--- config.mk ---
export PLATFORM = sky130hd
export DESIGN_NAME = bus_device_registry_round_robin_unit
export DESIGN_NICKNAME = d
export VERILOG_FILES = /design/src/hw/rtl/bdr_pkg.sv /design/src/hw/rtl/bus_device_registry_round_robin_unit.sv
export SDC_FILE = /design/constraint.sdc
export NUM_CORES = 1
export LEC_CHECK = 0
export BUFFER_PORTS_ARGS = -buffer_cell sky130_fd_sc_hd__buf_4
export CORE_MARGIN = 2
export CORE_UTILIZATION = 50
export CTS_CLUSTER_SIZE = 30
export DETAILED_ROUTE_END_ITERATION = 12
export PLACE_DENSITY = 0.77
export SLEW_MARGIN = 20
export SYNTH_ARGS = -nofsm -noshare
export SYNTH_HDL_FRONTEND = slang
export SYNTH_SLANG_ARGS = --single-unit
--- constraint.sdc ---
create_clock -name clk -period 4.58 [get_ports clk]
set_input_delay 0.229 -clock clk [delete_from_list [all_inputs] [get_ports clk]]
set_output_delay 0.229 -clock clk [all_outputs]
set_load 0.02 [all_outputs]
--- src/hw/rtl/bdr_pkg.sv ---
// Shared constants and codes for the bus device registry.
`default_nettype none

package bdr_pkg;

  // Default table depth
  localparam int MAX_DEVICES_DEF = 16;

  // Widths fixed by the item fields
  localparam int REQ_W    = 2;
  localparam int DEV_W    = 8;
  localparam int RXID_W   = 29;
  localparam int MASK_W   = 16;
  localparam int STATUS_W = 3;
  localparam int EIDX_W   = 4;

  // Reset value of the id clear mask
  localparam logic [RXID_W-1:0] ID_CLEAR_MASK_RST = 29'h1FFF_FFC0;

  // Request codes
  localparam logic [REQ_W-1:0] REQ_REGISTER = 2'd0;
  localparam logic [REQ_W-1:0] REQ_LOOKUP   = 2'd1;
  localparam logic [REQ_W-1:0] REQ_TURN     = 2'd2;

  // Result status codes
  localparam logic [STATUS_W-1:0] ST_OK       = 3'd0;
  localparam logic [STATUS_W-1:0] ST_IN_USE   = 3'd1;
  localparam logic [STATUS_W-1:0] ST_FULL     = 3'd2;
  localparam logic [STATUS_W-1:0] ST_NO_MATCH = 3'd3;
  localparam logic [STATUS_W-1:0] ST_NONE     = 3'd4;
  localparam logic [STATUS_W-1:0] ST_EMPTY    = 3'd5;
  localparam logic [STATUS_W-1:0] ST_INACTIVE = 3'd6;

  // Sequencer states, one-hot
  typedef enum logic [3:0] {
    S_IDLE   = 4'b0001,
    S_SEARCH = 4'b0010,
    S_TURN   = 4'b0100,
    S_DONE   = 4'b1000
  } state_t;

endpackage

`default_nettype wire

--- src/hw/rtl/bus_device_registry_round_robin_unit.sv ---
// Bus device registry: id table in memory, lookup scan and round-robin turns.
//
//  channel | signals                                         | direction
//  --------+-------------------------------------------------+----------
//  in      | in_valid, in_ready, req_type, dev_id,           | to block
//          | claims_unique, rx_id, active_mask, pending_mask |
//  out     | out_valid, out_ready, status, entry_index,      | from block
//          | send_grant                                      |
//  cfg     | cfg_we, cfg_data (id clear mask)                | to block
//
// Register and lookup requests scan the id memory one entry a cycle through
// its single read port. Transmit turns step through the active bits one
// entry a cycle. Reset clears the entry count, the turn pointer and the
// output valid flag, and restores the clear mask; the id memory is not
// cleared. A new item is taken while a result still waits in the output
// register; the sequencer holds in its final state until that register is
// free.
`default_nettype none

module bus_device_registry_round_robin_unit
  import bdr_pkg::*;
#(
  parameter int MAX_DEVICES = MAX_DEVICES_DEF
) (
  input  wire logic                clk,
  input  wire logic                rst,
  input  wire logic                in_valid,
  output logic                     in_ready,
  input  wire logic [REQ_W-1:0]    req_type,
  input  wire logic [DEV_W-1:0]    dev_id,
  input  wire logic                claims_unique,
  input  wire logic [RXID_W-1:0]   rx_id,
  input  wire logic [MASK_W-1:0]   active_mask,
  input  wire logic [MASK_W-1:0]   pending_mask,
  output logic                     out_valid,
  input  wire logic                out_ready,
  output logic [STATUS_W-1:0]      status,
  output logic [EIDX_W-1:0]        entry_index,
  output logic                     send_grant,
  input  wire logic                cfg_we,
  input  wire logic [RXID_W-1:0]   cfg_data
);

  localparam int CW = $clog2(MAX_DEVICES + 1);
  localparam int IW = (MAX_DEVICES > 1) ? $clog2(MAX_DEVICES) : 1;
  localparam logic [CW-1:0] MAX_CNT = CW'(MAX_DEVICES);

  // Id table memory
  logic [DEV_W-1:0] mem [MAX_DEVICES];
  logic [DEV_W-1:0] rdata;

  state_t state;
  logic [RXID_W-1:0] clr_mask;
  logic [CW-1:0] count;
  logic [CW-1:0] ptr;

  // Held item
  logic [REQ_W-1:0]  req;
  logic [DEV_W-1:0]  key;
  logic              srch_en;
  logic [DEV_W-1:0]  dev;
  logic [MASK_W-1:0] act;
  logic [MASK_W-1:0] pend;

  // Scan state
  logic [CW-1:0] scan_idx;
  logic          rd_pend;
  logic [CW-1:0] rd_idx;
  logic [CW-1:0] cur;
  logic [CW-1:0] steps;
  logic [CW-1:0] base;

  // Pending result and state update
  logic [STATUS_W-1:0] res_status;
  logic [CW-1:0]       res_idx;
  logic                res_grant;
  logic                res_append;
  logic                res_ptr_upd;
  logic [CW-1:0]       res_ptr;

  logic            accept;
  logic            out_free;
  logic            hit;
  logic            rd_issue;
  logic [MASK_W-1:0] act_sh;
  logic [MASK_W-1:0] pend_sh;
  logic [CW:0]     cur_inc;
  logic [CW-1:0]   cur_next;
  logic [CW-1:0]   base_next;
  logic [CW+EIDX_W-1:0] idx_ext;

  assign in_ready = (state == S_IDLE);
  assign accept   = in_valid && in_ready;
  assign out_free = !out_valid || out_ready;

  // Compare the returned entry against the key
  assign hit      = (state == S_SEARCH) && rd_pend && srch_en && (rdata == key);
  assign rd_issue = (state == S_SEARCH) && !hit && (scan_idx < count);

  // Active and pending bits of the current entry; entries past the mask read 0
  assign act_sh   = act >> cur;
  assign pend_sh  = pend >> cur;
  assign cur_inc  = {1'b0, cur} + 1'b1;
  assign cur_next = (cur_inc == {1'b0, count}) ? '0 : cur_inc[CW-1:0];

  // Wrap the pointer at the count before the turn
  assign base_next = (ptr >= count) ? '0 : ptr;

  assign idx_ext = {{EIDX_W{1'b0}}, res_idx};

  // Read the id memory
  always_ff @(posedge clk) begin
    if (rd_issue) begin
      rdata <= mem[scan_idx[IW-1:0]];
    end
  end

  // Append a registered id
  always_ff @(posedge clk) begin
    if (state == S_DONE && out_free && res_append) begin
      mem[count[IW-1:0]] <= dev;
    end
  end

  // Hold the id clear mask
  always_ff @(posedge clk) begin
    if (rst) begin
      clr_mask <= ID_CLEAR_MASK_RST;
    end else if (cfg_we) begin
      clr_mask <= cfg_data;
    end
  end

  // Sequence one item through scan and result
  always_ff @(posedge clk) begin
    if (rst) begin
      state     <= S_IDLE;
      count     <= '0;
      ptr       <= '0;
      out_valid <= 1'b0;
      rd_pend   <= 1'b0;
    end else begin
      if (out_valid && out_ready && (state != S_DONE)) begin
        out_valid <= 1'b0;
      end
      unique case (state)
        S_IDLE: begin
          if (accept) begin
            req         <= req_type;
            dev         <= dev_id;
            act         <= active_mask;
            pend        <= pending_mask;
            srch_en     <= (req_type == REQ_LOOKUP) || claims_unique;
            key         <= (req_type == REQ_LOOKUP) ? rx_id[DEV_W-1:0] & ~clr_mask[DEV_W-1:0]
                                                    : dev_id;
            scan_idx    <= '0;
            rd_pend     <= 1'b0;
            res_status  <= ST_OK;
            res_idx     <= '0;
            res_grant   <= 1'b0;
            res_append  <= 1'b0;
            res_ptr_upd <= 1'b0;
            res_ptr     <= '0;
            if (req_type == REQ_REGISTER || req_type == REQ_LOOKUP) begin
              state <= S_SEARCH;
            end else if (req_type == REQ_TURN) begin
              if (count == '0) begin
                res_status <= ST_NONE;
                state      <= S_DONE;
              end else begin
                base  <= base_next;
                cur   <= base_next;
                steps <= '0;
                state <= S_TURN;
              end
            end else begin
              state <= S_DONE;
            end
          end
        end
        S_SEARCH: begin
          rd_pend <= rd_issue;
          rd_idx  <= scan_idx;
          if (rd_issue) begin
            scan_idx <= scan_idx + 1'b1;
          end
          priority if (hit) begin
            res_idx    <= rd_idx;
            res_status <= (req == REQ_REGISTER) ? ST_IN_USE : ST_OK;
            state      <= S_DONE;
          end else if (!rd_pend && (scan_idx >= count)) begin
            if (req == REQ_LOOKUP) begin
              res_status <= ST_NO_MATCH;
            end else if (count >= MAX_CNT) begin
              res_status <= ST_FULL;
            end else begin
              res_idx    <= count;
              res_append <= 1'b1;
            end
            state <= S_DONE;
          end else begin
            state <= S_SEARCH;
          end
        end
        S_TURN: begin
          priority if (act_sh[0]) begin
            res_idx     <= cur;
            res_grant   <= pend_sh[0];
            res_status  <= pend_sh[0] ? ST_OK : ST_EMPTY;
            res_ptr_upd <= 1'b1;
            res_ptr     <= cur_inc[CW-1:0];
            state       <= S_DONE;
          end else if (steps == count - 1'b1) begin
            res_idx     <= base;
            res_status  <= ST_INACTIVE;
            res_ptr_upd <= 1'b1;
            res_ptr     <= base;
            state       <= S_DONE;
          end else begin
            cur   <= cur_next;
            steps <= steps + 1'b1;
          end
        end
        S_DONE: begin
          if (out_free) begin
            out_valid   <= 1'b1;
            status      <= res_status;
            entry_index <= idx_ext[EIDX_W-1:0];
            send_grant  <= res_grant;
            if (res_append) begin
              count <= count + 1'b1;
            end
            if (res_ptr_upd) begin
              ptr <= res_ptr;
            end
            state <= S_IDLE;
          end
        end
        default: begin
          state <= S_IDLE;
        end
      endcase
    end
  end

endmodule

`default_nettype wire
==> results of run 1 <==
## routing by layer
metal / vias up / global-route usage [%] / share of wire, %
li1: 2764 / - / -
met1: 3074 / 26.0 / 39
met2: 240 / 37.4 / 53
met3: 51 / 2.71 / 4.7
met4: 0 / 6.54 / 3.0
met5: - / 0 / 0
## how the worst min path moves through the flow
stage | start | endpoint | slack, ps
4_1_cts | in_valid | state[0] | 40
5_1_grt | rx_id[6] | key[6] | 60
6_report | in_valid | state[0] | 60
2_1_floorplan | active_mask[0] | act[0] | 330
3_3_place_gp | res_idx[2] | entry_index[2] | 400
3_5_place_dp | pending_mask[2] | pend[2] | 410
## worst max-delay path, delay by kind of cell, from the launching register on
family / cells / cell delay, ps
fa+ha+maj: 1 / 290
buf+inv: 1 / 180
flops: 1 / 690
compound gates: 4 / 1020
simple gates: 1 / 480
## where the power goes
| part | leakage (nW) | total, mW | internal (mW) | switching (mW) |
|---|---|---|---|---|
| Sequential | 2.32 | 3.06 | 2.86 | 0.198 |
| Clock | 0.360 | 1.86 | 1.02 | 0.842 |
| Combinational | 1.78 | 1.10 | 0.514 | 0.587 |
| Total | 4.46 | 6.02 | 4.39 | 1.63 |
## kinds of logic after synthesis
kind of cell | count (synthesis) | synth area share [%]
buffers and inverters | 48 | 2.39
muxes | 71 | 11.4
adders and majority gates | 18 | 2.07
AOI/OAI and AO/OA | 70 | 4.95
DFF | 258 | 69.2
and+or+nand+nor | 150 | 7.24
xor gates and xnor gates | 33 | 2.80
## cell type report
| class | instances | area share [%] |
|---|---|---|
| flip-flops and latches | 258 | 58.4 |
| multi-input cells | 342 | 24.2 |
| repair buffers | 128 | 8.47 |
| clock buffers | 34 | 5.13 |
| well taps | 275 | 2.68 |
| clock inverters | 10 | 0.545 |
| inverters | 18 | 0.526 |
| diodes | 1 | 0.0195 |
## repair_timing
item / CTS / global route
setup endpoints to repair: 0 / 0
hold buffers: 51 / 0
resized for setup: 0 / 0
endpoints found under the hold margin: 55 / 0
## sequential cells by signal, indices dropped and copies added (netlist names), 5 cells and up
signal,count
steps,5
key,8
rdata,8
dev,8
res_ptr,5
ptr,5
act,16
cur,5
scan_idx,5
pend,16
mem,128
base,5
count,5
clr_mask,8
## layout by cell type (no fill, tap or decap), types with 9 or more instances in the layout
cell	netlist	layout
edfxtp_1	234	234
buf_4	1	77
dlygate4sd3_1	0	51
nor2_1	47	46
mux4_2	42	42
mux2i_1	29	29
nand2_1	28	28
clkbuf_16	0	25
dfxtp_1	24	24
xnor2_1	22	22
ha_1	18	18
nand3_1	17	17
inv_1	16	16
nand2b_1	15	15
o21ai_0	14	14
a21oi_1	9	9
xor2_1	9	9
clkbuf_1	12	9
## metrics by stage
step / hold WS (ps) / total power, mW / setup WS (ps) / instances
after floorplan: 328 / 3.86 / 362 / 648
after global placement: 403 / 4.11 / 1610 / 970
after detailed placement: 408 / 4.15 / 1560 / 970
after CTS: 44.0 / 6.04 / 1550 / 1065
after global routing: 61.1 / 6.26 / 1360 / 1066
final: 64.8 / 6.02 / 1560 / 1066
==> reports/qor.csv, run 1 <==
stage,metric,value,unit
place,dpl_cell_area,11600,um^2
critical_path,crit_path_max_incr_delay,690,ps
final_layout,drive_gt1_share,21.9,%
timing,skew,11.2,ps
critical_path,crit_path_start_kind,register,
timing,fin_crit_sh,66.0,%
die,core,21200,um^2
synth,synth_commonest_cells,"edfxtp_1 (234), nor2_1 (47), mux4_2 (42)",
synth,syn_area,10900,um^2
routing,ant_nets,0,
synth,ys_top_cells_by_area,"edfxtp_1 (65%), mux4_2 (8.7%), dfxtp_1 (4.4%)",
critical_path,cp-end-kind,register,
timing,grt_setup_unrepaired,no,
synth,synth-async-reset-ratio,0,%
synth,ys_ff_latch,258,
synth,avgSynthCellArea,16.8,um^2
critical_path,ff2ff_path_depth,7,
critical_path,cp_slowest_cell,dfxtp_1,
routing,num_vias,6129,
clock_tree,cts.sinks,258,
timing,worstMarginPinSlew,942,ps
synth,synthesis.nets,772,
critical_path,required,4740,ps
place,dp_hpwl,14.5,mm
final_layout,nFillCells,1411,
timing,hold_violations,0,
timing,period_minus_slack,3020,ps
global_routing,overflow,0,
critical_path,ff2ff_setup_slack,1560,ps
critical_path,crit_end,res_ptr[1],
routing,initialDrtViolationCount,435,
routing,routed_via_density,5.75,
critical_path,worstSetupPathType,reg -> reg,
final_layout,multi_input_area,3120,um^2
final_layout,fin_area,12900,um^2
die,initial_utilization,51.3,%
critical_path,r2r_start,count[0],
critical_path,reg2reg_to,res_ptr[1],
power,vdd_drop_max,361,uV
timing,setup_viol,0,
final_layout,nNetsFinal,897,
clock_tree,clk_pin_slew,60,ps
routing,drc,0,
synth,synth_most_common_cell,edfxtp_1,
final_layout,final_util,60.8,%
final_layout,regArea,7510,um^2
routing,drt_wl_total,23.2,mm
synth,synthFlopType,edfxtp_1,
synth,synth_edf_count,234,
critical_path,setup.worst_path.start,count[0],
synth,ys_types,60,
worst_hold_path,hold_path_depth,4,
power,powerDensity,468,nW/um^2
die,die_w,151,um
critical_path,cp_cell_sequence,inv_1 -> ha_1 -> o21bai_1 -> o22ai_1 -> a2111o_1 -> a31oi_4 -> nor2b_1,
global_routing,grt_pass1_wl,35.6,mm
die,fp-row-count,53,
die,boundaryPins,116,
critical_path,critPathArrivalTime,3180,ps
die,die_area,22900,um^2
synth,synth_top_area_cell,edfxtp_1,
routing,routedWlPerCell,21.8,um
global_routing,antenna_found_initial,1,
global_routing,grt_max_degree,37,
timing,drv_slew,0,
worst_hold_path,hold_path_class,in -> reg,
critical_path,path_max_fanout,12,
global_routing,track_usage,20.7,%
place,gp_congestion,0.874,
synth,synth_top_area_share,64.7,%
die,die_h,151,um
power,leakage,4.46,nW
run_status,status,completed,
global_routing,first_global_vias,6388,
final_layout,area_growth,18.4,%
clock_tree,ctsHtreeMaxLevel,1,
synth,yosys_warnings,0,
clock_tree,cts_tree,yes,
clock_tree,post_cts_buffers,0,
synth,synth_cells,648,
timing,fmax,331,MHz
timing,slew_headroom,36.9,%
timing,finalSetupTns,0,ps
routing,first_pass_iters,6,
synth,yosysSeqAreaShare,69.2,%
place,port_buffers,73,
clock_tree,clockBufferDepth,3,
clock_tree,cts_buffers,25,
run,drv_cap,0,
clock_tree,cts-root-buf,clkbuf_16,
clock_tree,clock_latency,530,ps
Power figures use the tool's default switching activity.
==> run 2: changes to the inputs <==
==> constraint.sdc (replaced) <==
create_clock -name clk -period 2.8 [get_ports clk]
set_input_delay 0.14 -clock clk [delete_from_list [all_inputs] [get_ports clk]]
set_output_delay 0.14 -clock clk [all_outputs]
set_load 0.02 [all_outputs]
==> run 2 against run 1 <==
  * Hold slack got worse by 0.75 ps
  * Register-to-register slack worse by 1300 ps
  * Fmax up 19%
  * Sequential share of layout area fell by 2.1 points
  * Sequential cell count did not move
  * Utilization up 2.3 points
  * Worst setup slack worse by 1300 ps
  * Critical path depth is 2 lower
  * Non-clock buffer count grew 48
  * First-iteration DRC count up 33%
  * Critical path type unchanged
  * Largest cell class unchanged
  * Largest power group unchanged
==> reports/qor.csv, run 2 (synthesized netlist as in run 1, its figures left out) <==
stage,metric,value,unit,change
run_status,status,completed,,
routing,initialDrtViolationCount,577,,+33%
critical_path,cp-end-kind,register,,
critical_path,path_max_fanout,13,,+1
critical_path,crit_path_max_incr_delay,760,ps,+70 ps
global_routing,first_global_vias,6783,,+6.2%
place,gp_congestion,0.881,,+0.77%
timing,skew,18.5,ps,+7.36 ps
final_layout,drive_gt1_share,24.4,%,+2.5 points
critical_path,crit_path_start_kind,register,,
place,port_buffers,73,,unchanged
final_layout,nNetsFinal,945,,+5.4%
final_layout,layout_common_cells,"edfxtp_1 (234), buf_4 (105), dlygate4sd3_1 (69)",,
power,pwr-share-clk,32.1,%,+1.2 points
power,power,10.2,mW,+70%
timing,worstMarginPinSlew,753,ps,-190 ps
clock_tree,clk_pin_slew,60,ps,about the same
die,die_w,151,um,unchanged
clock_tree,cts_tree,yes,,
routing,routedWlPerCell,22.6,um,+3.7%
clock_tree,cts-root-buf,clkbuf_16,,
routing,drt_wl_total,25.2,mm,+8.5%
power,powerDensity,768,nW/um^2,+64%
timing,slew_headroom,49.3,%,+12 points
global_routing,grt_pass1_wl,37.9,mm,+6.4%
final_layout,fin_area,13300,um^2,+3.7%
power,p_int,7.45,mW,+70%
worst_hold_path,hold_path_depth,3,,-1
timing,fmax,395,MHz,+19%
global_routing,grt_max_degree,52,,+41%
final_layout,layout_commonest_cell,edfxtp_1,,
power,swShare,27.2,%,+0.19 points
critical_path,cp_cell_sequence,mux2i_1 -> a221oi_1 -> a32oi_4 -> a31oi_4 -> and3_1,,
timing,drv_slew,0,,unchanged
routing,routed_via_density,5.83,,+1.3%
critical_path,worstSetupPathType,reg -> reg,,
place,dp_hpwl,15.1,mm,+4.6%
power,pwr-share-seq,48.2,%,-2.6 points
routing,drc,0,,unchanged
global_routing,overflow,0,,unchanged
worst_hold_path,hold_path_class,in -> reg,,
die,die_h,151,um,unchanged
power,p_sw,2.79,mW,+71%
power,leakage,4.72,nW,+5.8%
critical_path,required,3010,ps,-1730 ps
critical_path,crit_family,compound AO/OA/AOI/OAI gates,,
routing,num_vias,6497,,+6.0%
run,drv_cap,0,,unchanged
clock_tree,post_cts_buffers,0,,unchanged
die,core,21200,um^2,unchanged
power,combPwrFrac,19.6,%,+1.3 points
final_layout,largest_register_ffs,128,,unchanged
clock_tree,cts.sinks,258,,unchanged
timing,grt_setup_unrepaired,no,,
die,boundaryPins,116,,unchanged
final_layout,area_growth,22.8,%,
global_routing,antenna_found_initial,0,,-1
timing,setup_viol,0,,unchanged
power,vdd_drop_max,499,uV,+38%
timing,hold_violations,0,,unchanged
clock_tree,clockBufferDepth,3,,unchanged
critical_path,ff2ff_path_depth,5,,-2
routing,ant_nets,0,,unchanged
clock_tree,cts_buffers,25,,unchanged
critical_path,cp.depth,5,,-2
die,die_area,22900,um^2,unchanged
die,initial_utilization,51.3,%,unchanged
final_layout,diodes,0,,-1
die,fp-row-count,53,,unchanged
critical_path,path_buf_inv,0,,-1
critical_path,critPathArrivalTime,2750,ps,-430 ps
critical_path,cp_slowest_cell,edfxtp_1,,
clock_tree,ctsHtreeMaxLevel,1,,unchanged
global_routing,track_usage,22.2,%,+1.5 points
timing,period_minus_slack,2530,ps,-489 ps
routing,first_pass_iters,5,,-1
place,dpl_cell_area,11800,um^2,+2.0%
timing,finalSetupTns,0,ps,unchanged
timing,fin_crit_sh,90.5,%,+24 points
clock_tree,clock_latency,540,ps,about the same
## run 2: cell types whose count changed in the layout (fill, tap and decap cells not counted), sizes merged
cell,delta
dlygate4sd3,+18
buf,+30
diode,-1
bufinv,+2
clkinv,+6
clkinvlp,+1
clkbuf,-6
inv,-1
## run 2: worst paths after layout
kind / start / slack [ps] / to
max: cur[0] / 270 / res_idx[2]
min: cfg_we / 60 / clr_mask[3]
max reg2reg: cur[0] / 270 / res_idx[2]
min reg2reg: res_status[0] / 420 / status[0]
## run 2: cell type report
cell class | instances | area [um^2]
Multi-Input combinational cell | 342 | 3100
Fill cell | 1384 | 7820
Clock inverter | 18 | 151
Tap cell | 275 | 344
Inverter | 18 | 67.6
Sequential cell | 258 | 7510
Clock buffer | 28 | 647
Timing Repair Buffer | 176 | 1520
## run 2: tightest hold or removal path, cell delays in order
cell	delay, ps
buf_4	190
mux2i_1	110
nor2_1	110
## run 2: layer usage
layer  wire [um]  up-vias  track usage (%)
li1            -     2865                -
met1        9290     3253             26.7
met2       13400      310             40.0
met3        1500       69             3.34
met4        1010        0             9.02
met5           0        -                0
## run 2: power groups by stage
stage | Clock [mW] | Combinational, mW | Sequential [mW]
after CTS | 3.31 | 1.99 | 4.93
after floorplan | 0 | 1.41 | 4.90
after detailed placement | 0 | 1.87 | 5.01
after global routing | 3.45 | 2.15 | 4.98
after global placement | 0 | 1.82 | 4.98
final | 3.29 | 2.01 | 4.94
## run 2: what timing repair did
item	4_1_cts	5_1_grt
endpoints found under the hold margin	66	0
setup endpoints to repair	0	0
hold buffers	69	0
resized for setup	0	0
## run 2: per-stage QoR
stage | utilization, % | setup slack (ps) | hold WS [ps] | instances
finish | 63.0 | 266 | 64.0 | 1115
floorplan | - | 37.6 | 239 | 648
global route | 63.0 | 108 | 68.0 | 1115
CTS | 63.0 | 255 | 7.89 | 1115
global placement | 56.0 | 340 | 319 | 1000
detailed placement | 56.0 | 268 | 319 | 1000
==> run 3: changes to the inputs <==
--- a/config.mk
+++ b/config.mk
@@ -6,6 +6,7 @@
 export NUM_CORES = 1
 export LEC_CHECK = 0
 export BUFFER_PORTS_ARGS = -buffer_cell sky130_fd_sc_hd__buf_4
+export CORE_ASPECT_RATIO = 1.75
 export CORE_MARGIN = 2
 export CORE_UTILIZATION = 50
 export CTS_CLUSTER_SIZE = 30
==> run 3 against run 2 <==
  * Hold slack lost 42 ps
  * Highest routed layer unchanged
  * Die area is 0.20% higher
  * Design area fell by 0.93%
  * Largest power group unchanged
  * Critical endpoint unchanged
==> reports/qor.csv, run 3 (synthesized netlist as in run 1, its figures left out) <==
stage,metric,value,unit,change
run_status,status,completed,,
timing,drv_slew,0,,unchanged
clock_tree,ctsHtreeMaxLevel,1,,unchanged
final_layout,nNetsFinal,939,,-0.63%
clock_tree,cts_buffers,23,,-8.0%
routing,num_vias,6342,,-2.4%
timing,fin_crit_sh,90.6,%,+0.13 points
routing,drt_wl_total,25.5,mm,+0.98%
final_layout,drive_gt1_share,25.6,%,+1.2 points
critical_path,reg2reg_to,res_idx[2],,
power,power,9.98,mW,-2.5%
critical_path,critPathArrivalTime,2740,ps,about the same
critical_path,r2r_start,scan_idx[0],,
die,fp-row-count,71,,+34%
global_routing,busiest_layer,met2,,
critical_path,cp_cell_sequence,inv_1 -> ha_1 -> nor2b_1 -> o21ai_0 -> a31oi_1 -> a211o_1 -> and3_1,,
global_routing,met1_usage,22.3,%,-4.4 points
routing,drc,0,,unchanged
critical_path,cp_slowest_cell,edfxtp_1,,
die,die_h,199,um,+31%
timing,skew,13.0,ps,-5.56 ps
clock_tree,cts_tree,yes,,
place,port_buffers,73,,unchanged
routing,first_pass_iters,5,,unchanged
die,boundaryPins,116,,unchanged
critical_path,required,3000,ps,about the same
critical_path,ff2ff_setup_slack,260,ps,about the same
power,vdd_drop_max,498,uV,-0.26%
critical_path,crit_family,flip-flops,,
die,core,21400,um^2,+1.2%
clock_tree,post_cts_buffers,0,,unchanged
critical_path,path_buf_inv,1,,+1
timing,grt_setup_unrepaired,no,,
worst_hold_path,min_to,clr_mask[1],,
routing,routed_via_density,5.65,,-3.1%
timing,finalSetupTns,0,ps,unchanged
timing,worstMarginPinSlew,752,ps,-0.918 ps
clock_tree,clockBufferDepth,3,,unchanged
global_routing,grt_max_degree,36,,-31%
routing,ant_nets,0,,unchanged
place,gp_congestion,0.934,,+6.1%
critical_path,path_max_fanout,9,,-4
global_routing,use_met3,2.44,%,-0.91 points
place,dp_hpwl,17.7,mm,+17%
worst_hold_path,hold_path_class,in -> reg,,
routing,initialDrtViolationCount,546,,-5.4%
final_layout,diodes,0,,unchanged
clock_tree,cts.sinks,258,,unchanged
final_layout,largest_register_ffs,128,,unchanged
critical_path,crit_path_start_kind,register,,
routing,routedWlPerCell,22.7,um,+0.26%
worst_hold_path,hold_start,cfg_we,,
critical_path,ff2ff_path_depth,7,,+2
timing,slew_headroom,49.4,%,+0.062 points
run,drv_cap,0,,unchanged
clock_tree,clk_pin_slew,70,ps,about the same
clock_tree,ctsResizeCount,0,,unchanged
final_layout,layout_commonest_cell,edfxtp_1,,
critical_path,worstSetupPathType,reg -> reg,,
global_routing,first_global_vias,6904,,+1.8%
clock_tree,cts-root-buf,clkbuf_16,,
clock_tree,hold_buffers,55,,-20%
timing,hold_violations,0,,unchanged
global_routing,overflow,0,,unchanged
final_layout,area_growth,21.7,%,
die,initial_utilization,50.7,%,-0.61 points
power,powerDensity,756,nW/um^2,-1.6%
global_routing,antenna_found_initial,0,,unchanged
global_routing,grt_pass1_wl,38.7,mm,+2.1%
clock_tree,clock_latency,500,ps,-40 ps
power,leakage,4.66,nW,-1.2%
worst_hold_path,hold_path_depth,3,,unchanged
timing,setup_viol,0,,unchanged
die,die_area,22900,um^2,+0.20%
timing,fmax,394,MHz,-0.15%
timing,period_minus_slack,2540,ps,+3.74 ps
global_routing,grtUsageMet2,45.7,%,+5.7 points
die,die_w,115,um,-24%
global_routing,track_usage,22.8,%,+0.62 points
critical_path,cp-end-kind,register,,
final_layout,layout_common_cells,"edfxtp_1 (234), buf_4 (114), dlygate4sd3_1 (55)",,
critical_path,crit_path_max_incr_delay,760,ps,about the same
-- run 3: power by group --
group | internal (mW) | leakage (nW) | switching (mW)
clock | 1.61 | 0.349 | 1.35
sequential | 4.67 | 2.32 | 0.279
combinational | 0.956 | 2.00 | 1.11
-- run 3: stage by stage --
stage | util [%] | setup WS [ps] | area (um^2) | cells | hold WS (ps)
after floorplan | - | 37.6 | 10900 | 648 | 239
after global placement | 55.8 | 387 | 12000 | 1027 | 320
after detailed placement | 55.8 | 323 | 12000 | 1027 | 320
after CTS | 61.7 | 281 | 13200 | 1123 | 2.76
after global routing | 61.7 | 127 | 13200 | 1123 | 36.5
final | 61.7 | 262 | 13200 | 1123 | 22.1
-- run 3: routing by layer --
| layer | vias to the layer above | share of wire (%) |
|---|---|---|
| met1 | 3207 | 32 |
| met3 | 68 | 4.0 |
| met5 | - | 0 |
| met2 | 225 | 59 |
| li1 | 2842 | - |
| met4 | 0 | 5.2 |
-- run 3: worst reg2reg max path: stages, from the launching register on --
cell and delay [ps]:
edfxtp_1 760, inv_1 160, ha_1 240, nor2b_1 100
o21ai_0 100, a31oi_1 430, a211o_1 200, and3_1 260
-- run 3: how the worst max path moves through the flow --
stage	startpoint	endpoint	slack, ps	cells past startpoint
floorplan	state[0]	base[0]	40	5
global placement	cur[0]	cur[3]	390	7
detailed placement	cur[0]	cur[3]	320	7
CTS	cur[0]	cur[3]	280	7
global route	scan_idx[0]	res_append	130	7
finish	scan_idx[0]	res_idx[2]	260	7
-- run 3: final cells by class --
| cell class | instances | area [um^2] |
|---|---|---|
| fillers | 1482 | 8200 |
| clock inverters | 12 | 76.3 |
| repair buffers | 172 | 1470 |
| flip-flops and latches | 258 | 7510 |
| multi-input cells | 342 | 3100 |
| well taps | 292 | 365 |
| inverters | 18 | 67.6 |
| clock buffers | 29 | 629 |
